[src/hdl/dppr_pkg.sv]
// Shared types and constants for the pulse-height readout parser.
`timescale 1ns / 1ps

package dppr_pkg;

  localparam int CHANNEL_PAIRS = 8;

  localparam logic [3:0] BOARD_TAG  = 4'hA;
  localparam int         TDATA_IN_W  = 40;
  localparam int         TDATA_OUT_W = 160;

  typedef enum logic [9:0] {
    PH_BH0 = 10'b00_0000_0001,
    PH_BH1 = 10'b00_0000_0010,
    PH_BH2 = 10'b00_0000_0100,
    PH_BH3 = 10'b00_0000_1000,
    PH_CH0 = 10'b00_0001_0000,
    PH_CH1 = 10'b00_0010_0000,
    PH_EVH = 10'b00_0100_0000,
    PH_SMP = 10'b00_1000_0000,
    PH_EX2 = 10'b01_0000_0000,
    PH_ENE = 10'b10_0000_0000
  } phase_t;

  typedef enum logic {
    KIND_EVENT   = 1'b0,
    KIND_TAG_ERR = 1'b1
  } kind_t;

  typedef struct packed {
    logic [31:0] data_word;
    logic        packet_start;
    logic [7:0]  module_number;
  } in_item_t;

  // Field order matches m_tdata, highest bits first.
  typedef struct packed {
    logic [30:0] aggregate_size;
    logic [15:0] baseline_quarter;
    logic [4:0]  extras_bits;
    logic        pileup_flag;
    logic [14:0] energy;
    logic [54:0] timestamp;
    logic [22:0] event_counter;
    logic [3:0]  channel;
    logic [7:0]  module_out;
  } evt_t;

  typedef struct packed {
    kind_t result_kind;
    evt_t  data;
  } res_t;

endpackage

[src/hdl/digitizer_pha_readout_parser.sv]
// Top level of the pulse-height digitizer readout word parser.
//
//  port group   dir  tdata / tuser                         beat
//  s_*          in   readout word + module / packet start  one 32-bit readout word
//  m_*          out  decoded event fields / result kind    one event or tag error
//  cfg_wr_*     in   timestamp scale, 8 bits               one register write
//
// One word accepted per cycle, sustained while m_tready holds no stall; the parse state updates as each word is taken.
// A result passes through the input register and the output skid register before it shows on m_*.
// The output skid pair absorbs m_tready stalls; s_tready depends on flops only.
// rst is synchronous and clears all parse state; timestamp scale resets to 2.
`timescale 1ns / 1ps

module digitizer_pha_readout_parser (
  input  logic                                clk,
  input  logic                                rst,
  input  logic                                cfg_wr_en,
  input  logic [7:0]                          cfg_wr_data,
  input  logic                                s_tvalid,
  output logic                                s_tready,
  // data_word[31:0], module_number[39:32]
  input  logic [dppr_pkg::TDATA_IN_W-1:0]     s_tdata,
  // packet_start
  input  logic                                s_tuser,
  output logic                                m_tvalid,
  input  logic                                m_tready,
  // module_out[7:0], channel[11:8], event_counter[34:12], timestamp[89:35],
  // energy[104:90], pileup_flag[105], extras_bits[110:106],
  // baseline_quarter[126:111], aggregate_size[157:127], zero[159:158]
  output logic [dppr_pkg::TDATA_OUT_W-1:0]    m_tdata,
  // result_kind
  output logic                                m_tuser
);
  import dppr_pkg::*;

  in_item_t s_item;
  in_item_t q_item;
  logic     q_valid;
  logic     q_take;
  logic     res_ready;
  logic     res_valid;
  res_t     res_item;
  res_t     out_item;

  assign s_item.data_word     = s_tdata[31:0];
  assign s_item.module_number = s_tdata[39:32];
  assign s_item.packet_start  = s_tuser;

  dppr_in_reg u_in_reg (
    .clk     (clk),
    .rst     (rst),
    .s_valid (s_tvalid),
    .s_ready (s_tready),
    .s_item  (s_item),
    .q_valid (q_valid),
    .q_item  (q_item),
    .q_take  (q_take)
  );

  dppr_parser u_parser (
    .clk         (clk),
    .rst         (rst),
    .cfg_wr_en   (cfg_wr_en),
    .cfg_wr_data (cfg_wr_data),
    .in_valid    (q_valid),
    .in_item     (q_item),
    .in_take     (q_take),
    .res_ready   (res_ready),
    .res_valid   (res_valid),
    .res_item    (res_item)
  );

  dppr_out_skid u_out_skid (
    .clk      (clk),
    .rst      (rst),
    .up_valid (res_valid),
    .up_ready (res_ready),
    .up_item  (res_item),
    .dn_valid (m_tvalid),
    .dn_ready (m_tready),
    .dn_item  (out_item)
  );

  assign m_tdata = {2'b00, out_item.data};
  assign m_tuser = out_item.result_kind;

endmodule

[src/hdl/dppr_in_reg.sv]
// Input register slice holding one readout beat for the parser.
`timescale 1ns / 1ps

module dppr_in_reg (
  input  logic               clk,
  input  logic               rst,
  input  logic               s_valid,
  output logic               s_ready,
  input  dppr_pkg::in_item_t s_item,
  output logic               q_valid,
  output dppr_pkg::in_item_t q_item,
  input  logic               q_take
);
  import dppr_pkg::*;

  logic full;

  assign s_ready = !full || q_take;
  assign q_valid = full;

  always_ff @(posedge clk) begin
    if (rst) begin
      full <= 1'b0;
    end else if (s_valid && s_ready) begin
      full <= 1'b1;
    end else if (q_take) begin
      full <= 1'b0;
    end
  end

  always_ff @(posedge clk) begin
    if (s_valid && s_ready) begin
      q_item <= s_item;
    end
  end

endmodule

[src/hdl/dppr_parser.sv]
// Parse state machine: one readout word per cycle while the output skid can accept, emits events and tag errors.
`timescale 1ns / 1ps

module dppr_parser (
  input  logic               clk,
  input  logic               rst,
  input  logic               cfg_wr_en,
  input  logic [7:0]         cfg_wr_data,
  input  logic               in_valid,
  input  dppr_pkg::in_item_t in_item,
  output logic               in_take,
  input  logic               res_ready,
  output logic               res_valid,
  output dppr_pkg::res_t     res_item
);
  import dppr_pkg::*;

  // {found, index} of the lowest set mask bit at or above first
  function automatic logic [3:0] find_pair(input logic [7:0] mask, input logic [3:0] first);
    logic       found;
    logic [2:0] idx;
    found = 1'b0;
    idx   = 3'd0;
    for (int i = CHANNEL_PAIRS - 1; i >= 0; i--) begin
      if (mask[i] && (4'(i) >= first)) begin
        found = 1'b1;
        idx   = 3'(i);
      end
    end
    return {found, idx};
  endfunction

  logic [7:0]  timestamp_scale;
  phase_t      phase, phase_next;
  logic [7:0]  pair_mask, pair_mask_next;
  logic [2:0]  pair_index, pair_index_next;
  logic [22:0] board_counter, board_counter_next;
  logic [17:0] sample_words, sample_words_next;
  logic [30:0] words_remaining, words_remaining_next;
  logic [17:0] sample_countdown, sample_countdown_next;
  logic [3:0]  current_channel, current_channel_next;
  logic [30:0] time_tag_low, time_tag_low_next;
  logic [31:0] extras_word, extras_word_next;
  logic [7:0]  held_module, held_module_next;
  logic [30:0] held_agg_size, held_agg_size_next;

  phase_t      phase_eff;
  logic [31:0] w;
  logic [30:0] agg_wr;
  logic [17:0] agg_swords;
  logic [17:0] agg_evlen;
  logic        agg_fit;
  logic [3:0]  first_pair;
  logic [3:0]  later_pair;
  logic [17:0] cnt_dec;
  logic [46:0] ts_raw;
  logic [54:0] ts_scaled;
  logic        emit;
  res_t        res;

  assign in_take   = in_valid && res_ready;
  assign res_valid = in_take && emit;
  assign res_item  = res;
  assign w         = in_item.data_word;
  assign phase_eff = in_item.packet_start ? PH_BH0 : phase;

  assign ts_raw    = {extras_word[31:16], time_tag_low};
  assign ts_scaled = {8'd0, ts_raw} * {47'd0, timestamp_scale};
  assign cnt_dec   = sample_countdown - 18'd1;

  // Aggregate header words use the freshly decoded size fields
  assign agg_wr     = (phase_eff == PH_CH1) ?
                      ((held_agg_size >= 31'd2) ? held_agg_size - 31'd2 : 31'd0) :
                      words_remaining;
  assign agg_swords = (phase_eff == PH_CH1) ? {w[15:0], 2'b00} : sample_words;
  assign agg_evlen  = agg_swords + 18'd3;
  assign agg_fit    = agg_wr >= {13'd0, agg_evlen};
  assign first_pair = find_pair(pair_mask, 4'd0);
  assign later_pair = find_pair(pair_mask, {1'b0, pair_index} + 4'd1);

  always_comb begin
    phase_next            = phase_eff;
    pair_mask_next        = pair_mask;
    pair_index_next       = pair_index;
    board_counter_next    = board_counter;
    sample_words_next     = sample_words;
    words_remaining_next  = words_remaining;
    sample_countdown_next = sample_countdown;
    current_channel_next  = current_channel;
    time_tag_low_next     = time_tag_low;
    extras_word_next      = extras_word;
    held_module_next      = held_module;
    held_agg_size_next    = held_agg_size;
    emit                  = 1'b0;
    res                   = '0;

    case (phase_eff)
      PH_BH0: begin
        held_module_next = in_item.module_number;
        phase_next       = PH_BH1;
        if (w[31:28] != BOARD_TAG) begin
          emit                = 1'b1;
          res.result_kind     = KIND_TAG_ERR;
          res.data.module_out = in_item.module_number;
        end
      end
      PH_BH1: begin
        pair_mask_next = w[7:0];
        phase_next     = PH_BH2;
      end
      PH_BH2: begin
        board_counter_next = w[22:0];
        phase_next         = PH_BH3;
      end
      PH_BH3: begin
        if (first_pair[3]) begin
          pair_index_next = first_pair[2:0];
          phase_next      = PH_CH0;
        end else begin
          phase_next = PH_BH0;
        end
      end
      PH_CH0: begin
        held_agg_size_next = w[30:0];
        phase_next         = PH_CH1;
      end
      PH_EVH: begin
        current_channel_next  = {pair_index, w[31]};
        time_tag_low_next     = w[30:0];
        words_remaining_next  = words_remaining - {13'd0, agg_evlen};
        sample_countdown_next = sample_words;
        phase_next            = (sample_words != 18'd0) ? PH_SMP : PH_EX2;
      end
      PH_SMP: begin
        sample_countdown_next = cnt_dec;
        if (cnt_dec == 18'd0) begin
          phase_next = PH_EX2;
        end
      end
      PH_EX2: begin
        extras_word_next = w;
        phase_next       = PH_ENE;
      end
      default: begin
        // PH_CH1 and PH_ENE both end an aggregate step
        if (phase_eff == PH_CH1) begin
          sample_words_next    = agg_swords;
          words_remaining_next = agg_wr;
        end else begin
          emit                      = 1'b1;
          res.result_kind           = KIND_EVENT;
          res.data.module_out       = held_module;
          res.data.channel          = current_channel;
          res.data.event_counter    = board_counter;
          res.data.timestamp        = ts_scaled;
          res.data.energy           = w[14:0];
          res.data.pileup_flag      = w[15];
          res.data.extras_bits      = w[20:16];
          res.data.baseline_quarter = extras_word[15:0];
          res.data.aggregate_size   = held_agg_size;
        end
        if (agg_fit) begin
          phase_next = PH_EVH;
        end else if (later_pair[3]) begin
          pair_index_next = later_pair[2:0];
          phase_next      = PH_CH0;
        end else begin
          phase_next = PH_BH0;
        end
      end
    endcase
  end

  always_ff @(posedge clk) begin
    if (rst) begin
      timestamp_scale <= 8'd2;
    end else if (cfg_wr_en) begin
      timestamp_scale <= cfg_wr_data;
    end
  end

  always_ff @(posedge clk) begin
    if (rst) begin
      phase            <= PH_BH0;
      pair_mask        <= '0;
      pair_index       <= '0;
      board_counter    <= '0;
      sample_words     <= '0;
      words_remaining  <= '0;
      sample_countdown <= '0;
      current_channel  <= '0;
      time_tag_low     <= '0;
      extras_word      <= '0;
      held_module      <= '0;
      held_agg_size    <= '0;
    end else if (in_take) begin
      phase            <= phase_next;
      pair_mask        <= pair_mask_next;
      pair_index       <= pair_index_next;
      board_counter    <= board_counter_next;
      sample_words     <= sample_words_next;
      words_remaining  <= words_remaining_next;
      sample_countdown <= sample_countdown_next;
      current_channel  <= current_channel_next;
      time_tag_low     <= time_tag_low_next;
      extras_word      <= extras_word_next;
      held_module      <= held_module_next;
      held_agg_size    <= held_agg_size_next;
    end
  end

endmodule

[src/hdl/dppr_out_skid.sv]
// Two-entry output skid register; upstream ready comes from a flop only.
`timescale 1ns / 1ps

module dppr_out_skid (
  input  logic           clk,
  input  logic           rst,
  input  logic           up_valid,
  output logic           up_ready,
  input  dppr_pkg::res_t up_item,
  output logic           dn_valid,
  input  logic           dn_ready,
  output dppr_pkg::res_t dn_item
);
  import dppr_pkg::*;

  logic main_v;
  logic skid_v;
  res_t main_q;
  res_t skid_q;

  assign up_ready = !skid_v;
  assign dn_valid = main_v;
  assign dn_item  = main_q;

  always_ff @(posedge clk) begin
    if (rst) begin
      main_v <= 1'b0;
      skid_v <= 1'b0;
    end else if (skid_v) begin
      if (dn_ready) begin
        skid_v <= 1'b0;
      end
    end else if (up_valid) begin
      if (!main_v || dn_ready) begin
        main_v <= 1'b1;
      end else begin
        skid_v <= 1'b1;
      end
    end else if (dn_ready) begin
      main_v <= 1'b0;
    end
  end

  always_ff @(posedge clk) begin
    if (skid_v) begin
      if (dn_ready) begin
        main_q <= skid_q;
      end
    end else if (up_valid) begin
      if (!main_v || dn_ready) begin
        main_q <= up_item;
      end else begin
        skid_q <= up_item;
      end
    end
  end

endmodule

[config.mk]
export PLATFORM = sky130hd
export DESIGN_NAME = digitizer_pha_readout_parser
export DESIGN_NICKNAME = d
export VERILOG_FILES = /design/src/hdl/dppr_pkg.sv /design/src/hdl/digitizer_pha_readout_parser.sv /design/src/hdl/dppr_in_reg.sv /design/src/hdl/dppr_parser.sv /design/src/hdl/dppr_out_skid.sv
export SDC_FILE = /design/constraint.sdc
export NUM_CORES = 2
export LEC_CHECK = 0
export BUFFER_PORTS_ARGS = -buffer_cell sky130_fd_sc_hd__buf_2
export CAP_MARGIN = 5
export CORE_MARGIN = 2
export CORE_UTILIZATION = 60
export CTS_CLUSTER_DIAMETER = 50
export CTS_CLUSTER_SIZE = 20
export DETAILED_ROUTE_END_ITERATION = 10
export PLACE_DENSITY = 0.79
export REMOVE_ABC_BUFFERS = 1
export SYNTH_ARGS = -nofsm -noshare
export SYNTH_HDL_FRONTEND = slang
export SYNTH_SLANG_ARGS = --single-unit
[constraint.sdc]
create_clock -name clk -period 11.4 [get_ports clk]
set_input_delay 1.71 -clock clk [delete_from_list [all_inputs] [get_ports clk]]
set_output_delay 1.71 -clock clk [all_outputs]
set_load 0.03 [all_outputs]
Word-level counts from Yosys, hierarchy flattened
Cells that the tools add are included.
{"block": "totals", "in_bits": 54, "wordCells": 186, "reg_bits": 587, "output_inout_bits": 163}
{"block": "op_classes", "n_reduce_logical": 42, "n_lt_le_gt_ge": 10, "n_mux": 70, "addsub": 5, "n_bitwise": 5, "multipliers": 1, "n_eq_ne": 14}
{"op": "$mux 159", "count": 4}
{"op": "$mux 158", "count": 1}
{"op": "$mux 150", "count": 1}
{"op": "$mux 31", "count": 3}
{"op": "$pmux 10 s8", "count": 1}
{"op": "$pmux 31 s2", "count": 1}
{"op": "$mux 3", "count": 19}
{"op": "$mul 47x8->55", "count": 1}
{"op": "$pmux 18 s2", "count": 1}
{"op": "$ge 31x18->1", "count": 1}
{"op": "$ge 31x2->1 const B", "count": 1}
{"op": "$sub 31x18->31", "count": 1}
{"op": "$sub 31x2->31 const B", "count": 1}
{"op": "$mux 1", "count": 27}
{"op": "$reduce_or 7->1", "count": 3}
{"op": "$mux 10", "count": 2}
{"op": "$add 18x2->18 const B", "count": 1}
{"op": "$logic_not 18->1", "count": 1}
{"op": "$mux 18", "count": 1}
{"op": "$reduce_bool 18->1", "count": 1}
{"op": "$sub 18x1->18 const B", "count": 1}
{"op": "$ge 3x4->1 const A", "count": 4}
{"op": "$pmux 8 s2", "count": 1}
{"op": "$reduce_and 3->1", "count": 5}
{"op": "other kinds (29)", "count": 64}

Depth between registers and ports, before layout
{"block": "logic_depth", "depth_word": 14, "mapped_depth": 24, "mapped_depth_nobuf": 20}

Cells and area by module
Synthesis repeated with hierarchy kept, for this count alone.
{"block": "hier_totals", "cells_unflattened": 3777, "hier_area_um2": 38039.0}
{"mod": "dppr_parser", "n_inst": 1, "cells_per_inst": 3221, "area_each_um2": 25095.3}
{"mod": "dppr_out_skid", "n_inst": 1, "cells_per_inst": 507, "area_each_um2": 11638.7}
{"mod": "dppr_in_reg", "n_inst": 1, "cells_per_inst": 46, "area_each_um2": 1286.2}
{"mod": "digitizer_pha_readout_parser", "n_inst": 1, "cells_per_inst": 3, "area_each_um2": 18.8}

Worst setup path after synthesis
Ideal clock, no wire load.
{"block": "synth_timing", "path_kind": "register -> register", "from": "reg u_in_reg.q_item[8] (netlist name)", "to": "reg u_out_skid.skid_q[0] (netlist name), enable pin", "required_ns": 10.720, "setup_time_ns": 0.680, "setup_slack_ns": 2.137, "arrival_ns": 8.584, "synth_period_minus_slack_ns": 9.263, "stages_incl_launch_ff": 10, "cell_sequence": "edfxtp_1 -> nor3_1 -> and3_1 -> nand3b_1 -> nand3_1 -> nor3_1 -> and2_1 -> o21a_1 -> nand2_1 -> nor2_1"}
{"block": "synth_between", "elab_chain_cells": 6}
{"item": "$mux 10 *", "line": "dppr_parser.sv:65", "source": "assign phase_eff = in_item.packet_start ? PH_BH0 : phase;"}
{"item": "$eq 10x2->1 (tied with other cells)", "line": "dppr_parser.sv:97", "source": "case (phase_eff)"}
{"item": "$reduce_or 7->1 (no source line) or $mux 1 (tied branches)"}
{"item": "$pmux 1 s2 *", "line": "dppr_parser.sv:97"}
{"item": "$logic_and 1x1->1 *", "line": "dppr_parser.sv:62", "source": "assign res_valid = in_take && emit;"}
{"item": "$reduce_and 3->1 (no source line) *"}
{"item": "end signal, assigned", "line": "dppr_out_skid.sv:53", "source": "skid_q <= up_item;"}
{"item": "end, declared", "line": "dppr_out_skid.sv:19", "source": "res_t skid_q;"}
Mark *: on every way between the ends. The rest lies on a longest branch, timed or not.
A chain may end at the register's enable or synchronous reset.

Final worst setup path
{"block": "layout_timing", "from": "reg u_parser.timestamp_scale[4]", "to": "reg u_out_skid.main_q (netlist bit u_out_skid.dn_item[86]) (data pin)"}
{"block": "layout_between", "elab_chain_cells": 6}
{"item": "start, declared", "line": "dppr_parser.sv:33", "source": "logic [7:0] timestamp_scale;"}
{"item": "start signal, assigned", "line": "dppr_parser.sv:178", "source": "timestamp_scale <= cfg_wr_data;"}
{"item": "$mul 47x8->55", "line": "dppr_parser.sv:68", "source": "assign ts_scaled = {8'd0, ts_raw} * {47'd0, timestamp_scale};"}
{"item": "$mux 158", "line": "dppr_parser.sv:146", "source": "if (phase_eff == PH_CH1) begin"}
{"item": "$mux 150", "line": "dppr_parser.sv:97"}
{"item": "$mux 159", "line": "dppr_out_skid.sv:50", "source": "if (!main_v || dn_ready) begin"}
{"item": "$mux 159", "line": "dppr_out_skid.sv:49", "source": "end else if (up_valid) begin"}
{"item": "$mux 159", "line": "dppr_out_skid.sv:45", "source": "if (skid_v) begin"}
{"item": "end signal, assigned", "line": "dppr_out_skid.sv:47", "source": "main_q <= skid_q;"}
{"item": "end signal, assigned", "line": "dppr_out_skid.sv:51", "source": "main_q <= up_item;"}
{"item": "end, declared", "line": "dppr_out_skid.sv:18", "source": "res_t main_q;"}
No other way between the ends. The select of a mux whose other input is x is not followed.

==> impl_metrics.json <==
{
  "clock_latency_ns": 0.67,
  "worstMarginPinSlew_ns": 1.17,
  "fin_tns_setup_ns": 0,
  "holdWs_ns": 0.452,
  "fin_crit_ns": 6.61,
  "layout.nets": 4347,
  "initial_utilization_pct": 60.9,
  "clockBufferDepth": 3,
  "first_global_vias": 27900,
  "yosysMostFrequentCell": "nand2_1",
  "die_area_um2": 64800,
  "synthArstFlopShare_pct": 0,
  "worstPathArrival_ns": 6.96,
  "maxCapViolCount": 0,
  "ys_seq_area_share_pct": 40.8,
  "netSwitchingPower_w": 0.00119,
  "routedWlPerCell_um": 20.1,
  "drcViolationCount": 0,
  "ys_seq_elements": 587,
  "io_pins": 217,
  "crit_fanout": 33,
  "seq_power_share_pct": 51.3,
  "swShare_pct": 26.2,
  "synth_area_um2": 37700,
  "synth_edf_count": 359,
  "routed_wl_um": 96200,
  "finalHoldViolCount": 0,
  "drt_iter0_drc": 2161,
  "pre_cts_slack_ns": 4.76,
  "post_cts_buffers": 0,
  "status": "finished, final reports clean",
  "area_growth_pct": 9.77,
  "ys_warn_count": 0,
  "final.setup_skew_ns": 0.0692,
  "die_h_um": 255,
  "ys_top_cells_by_count": "nand2_1 (544), edfxtp_1 (359), and2_1 (313), inv_1 (296), fa_1 (271)",
  "power_frac_clock_pct": 42.2,
  "rsz0062_at_grt": "false",
  "grt_max_degree": 137,
  "vdd_drop_max_mv": 0.121,
  "gr-usage-all-layers_pct": 29.9,
  "antenna_found_initial": 4,
  "setup_viol": 0,
  "drtPass1Iterations": 6,
  "relSlewSlack_pct": 22.2,
  "hpwl_um": 66700,
  "intPower_w": 0.00335,
  "dpl.cell_count": 4685,
  "rows": 91,
  "hold_class": "flip-flop to flip-flop",
  "grt_pass1_wl_um": 151000,
  "h-tree-depth": 2,
  "synth.avg_cell_area_um2": 9.93,
  "routed_via_density": 5.90,
  "start_kind": "flip-flop",
  "coreArea_um2": 61800,
  "synth.area.top_cells": "edfxtp_1 (29%), fa_1 (14%), dfxtp_1 (12%)",
  "cellLeakagePower_nw": 17.5,
  "layoutNonFillerInstCount": 4785,
  "period_share_pct": 58.0,
  "power_frac_comb_pct": 6.5,
  "cts-root-buf": "clkbuf_16",
  "grt_overflow_total": 0,
  "fp.dieW_um": 255,
  "place.gp.congestion": 0.967,
  "yosys.cell_types.count": 83,
  "clkTransAtPathRegs_ns": 0.07,
  "holdBufCountCts": 0,
  "fin_ws_ns": 4.79,
  "max_freq_mhz": 151,
  "p_total_w": 0.00455,
  "synth_top_area_share_pct": 28.6,
  "cts_tree": "done",
  "antenna_left": 0,
  "vias": 28200,
  "slew_viol_final": 0,
  "crit_required_ns": 11.75,
  "synth_top_cell_by_area": "edfxtp_1",
  "worstSetupPathType": "flip-flop to flip-flop",
  "port_buffers": 214,
  "syn-instance-count": 3793,
  "cts_resized": 0,
  "cts.sinks": 587,
  "cts_buffers": 52,
  "drive_above_1_share_pct": 12.9,
  "p_per_area_nw_per_um2": 110,
  "ys.flop_type": "edfxtp_1",
  "end_kind": "flip-flop"
}
==> area by class of cell <==
cell class | count | area [um^2]
antenna | 2 | 5.00
timing repair buffer | 270 | 1510
tap | 837 | 1050
inverter | 296 | 1110
sequential | 587 | 15300
clock inverter | 41 | 519
fill | 4859 | 20500
multi-input combinational | 2695 | 20400
clock buffer | 57 | 1380
==> per-stage QoR <==
stage	util (%)	area, um^2
finish	66.9	41300
global route	66.9	41300
CTS	66.8	41300
detailed placement	63.8	39400
global placement	63.8	39400
floorplan	-	36800
==> placed cells by master (no fill, tap or decap), types with 17 or more instances in the layout <==
master	synthesis	final
a21o_1	35	35
xor2_1	40	40
inv_1	296	296
o31ai_1	41	41
buf_2	6	213
nand3_1	34	34
mux2_2	114	114
nor3_1	58	56
and2_1	313	312
clkbuf_16	0	54
dfxtp_1	228	226
nand4_1	28	28
a31oi_1	17	17
a21oi_1	248	248
buf_4	2	55
ha_1	120	120
nor2_1	214	210
a211oi_1	24	24
nor4_1	24	24
xnor2_1	75	75
edfxtp_1	359	359
nand2b_1	21	21
fa_1	271	271
and3_1	118	118
nand2_1	544	543
o21ai_0	103	103
mux2i_1	33	33
==> power by group through the flow <==
stage                     registers, W  clock network [W]   logic, W
after floorplan                0.00245                  0  0.0000817
after global placement         0.00238                  0   0.000290
after detailed placement       0.00238                  0   0.000293
after CTS                      0.00233            0.00195   0.000294
after global routing           0.00234            0.00202   0.000311
final                          0.00233            0.00192   0.000295
==> kinds of logic (layout without fill, tap and decap cells) <==
| logic type | Yosys count | after routing | share of synthesized area, % |
|---|---|---|---|
| buf+inv | 512 | 664 | 5.19 |
| simple gates | 1434 | 1434 | 18.8 |
| mux | 147 | 147 | 4.29 |
| compound gates | 606 | 606 | 9.94 |
| fa+ha+maj | 391 | 391 | 18.4 |
| flops | 587 | 587 | 40.8 |
| other cells | 1 | 4 | 0.00996 |
| xor+xnor | 115 | 115 | 2.67 |
==> critical path: stages, from the launching register on <==
cell and delay [ns]:
dfxtp_1 0.62, buf_4 0.41, nand2_1 0.13, fa_1 0.51
fa_1 0.49, inv_1 0.05, fa_1 0.53, inv_1 0.05
fa_1 0.53, inv_1 0.04, ha_1 0.35, and3_1 0.17
a221oi_1 0.42, o2bb2ai_1 0.25, a21oi_1 0.14, o2111ai_1 0.47
nand4_1 0.31, a21bo_2 0.30, o31ai_1 0.24, xor2_1 0.22
o21ai_0 0.11
==> final timing paths <==
path / start / end / slack, ns / cells after the start
worst max-delay path: u_parser.timestamp_scale[4]$_SDFFE_PP0P_ / u_out_skid.dn_item[86]$_DFFE_PP_ / 4.79 / 20
worst min register to register: u_parser.board_counter[1]$_SDFFE_PP0P_ / u_parser.board_counter[1]$_SDFFE_PP0P_ / 0.45 / 2
worst max register to register: u_parser.timestamp_scale[4]$_SDFFE_PP0P_ / u_out_skid.dn_item[86]$_DFFE_PP_ / 4.79 / 20
worst min-delay path: u_parser.board_counter[1]$_SDFFE_PP0P_ / u_parser.board_counter[1]$_SDFFE_PP0P_ / 0.45 / 2
==> routing by layer <==
metal / wire length [um] / share of wire [%] / global-route usage, %
met2: 45600 / 47 / 49.3
met5: 0 / 0 / 0
met4: 3990 / 4.2 / 12.8
met1: 39100 / 41 / 39.0
met3: 7460 / 7.8 / 5.19
==> registers in the layout, summed over array words and instances, names as in the netlist <==
name	flops
u_parser.phase	10
u_parser.held_agg_size	31
u_out_skid.skid_q	159
u_out_skid.dn_valid	1
u_parser.extras_word	32
u_out_skid.skid_v	1
u_in_reg.q_valid	1
u_parser.sample_words	18
u_parser.sample_countdown	18
u_parser.words_remaining	31
u_parser.current_channel	4
u_parser.timestamp_scale	8
u_in_reg.q_item	41
u_parser.held_module	8
u_out_skid.dn_item	159
u_parser.time_tag_low	31
u_parser.pair_index	3
u_parser.pair_mask	8
u_parser.board_counter	23
No activity file was read; power rests on OpenSTA's default activity.
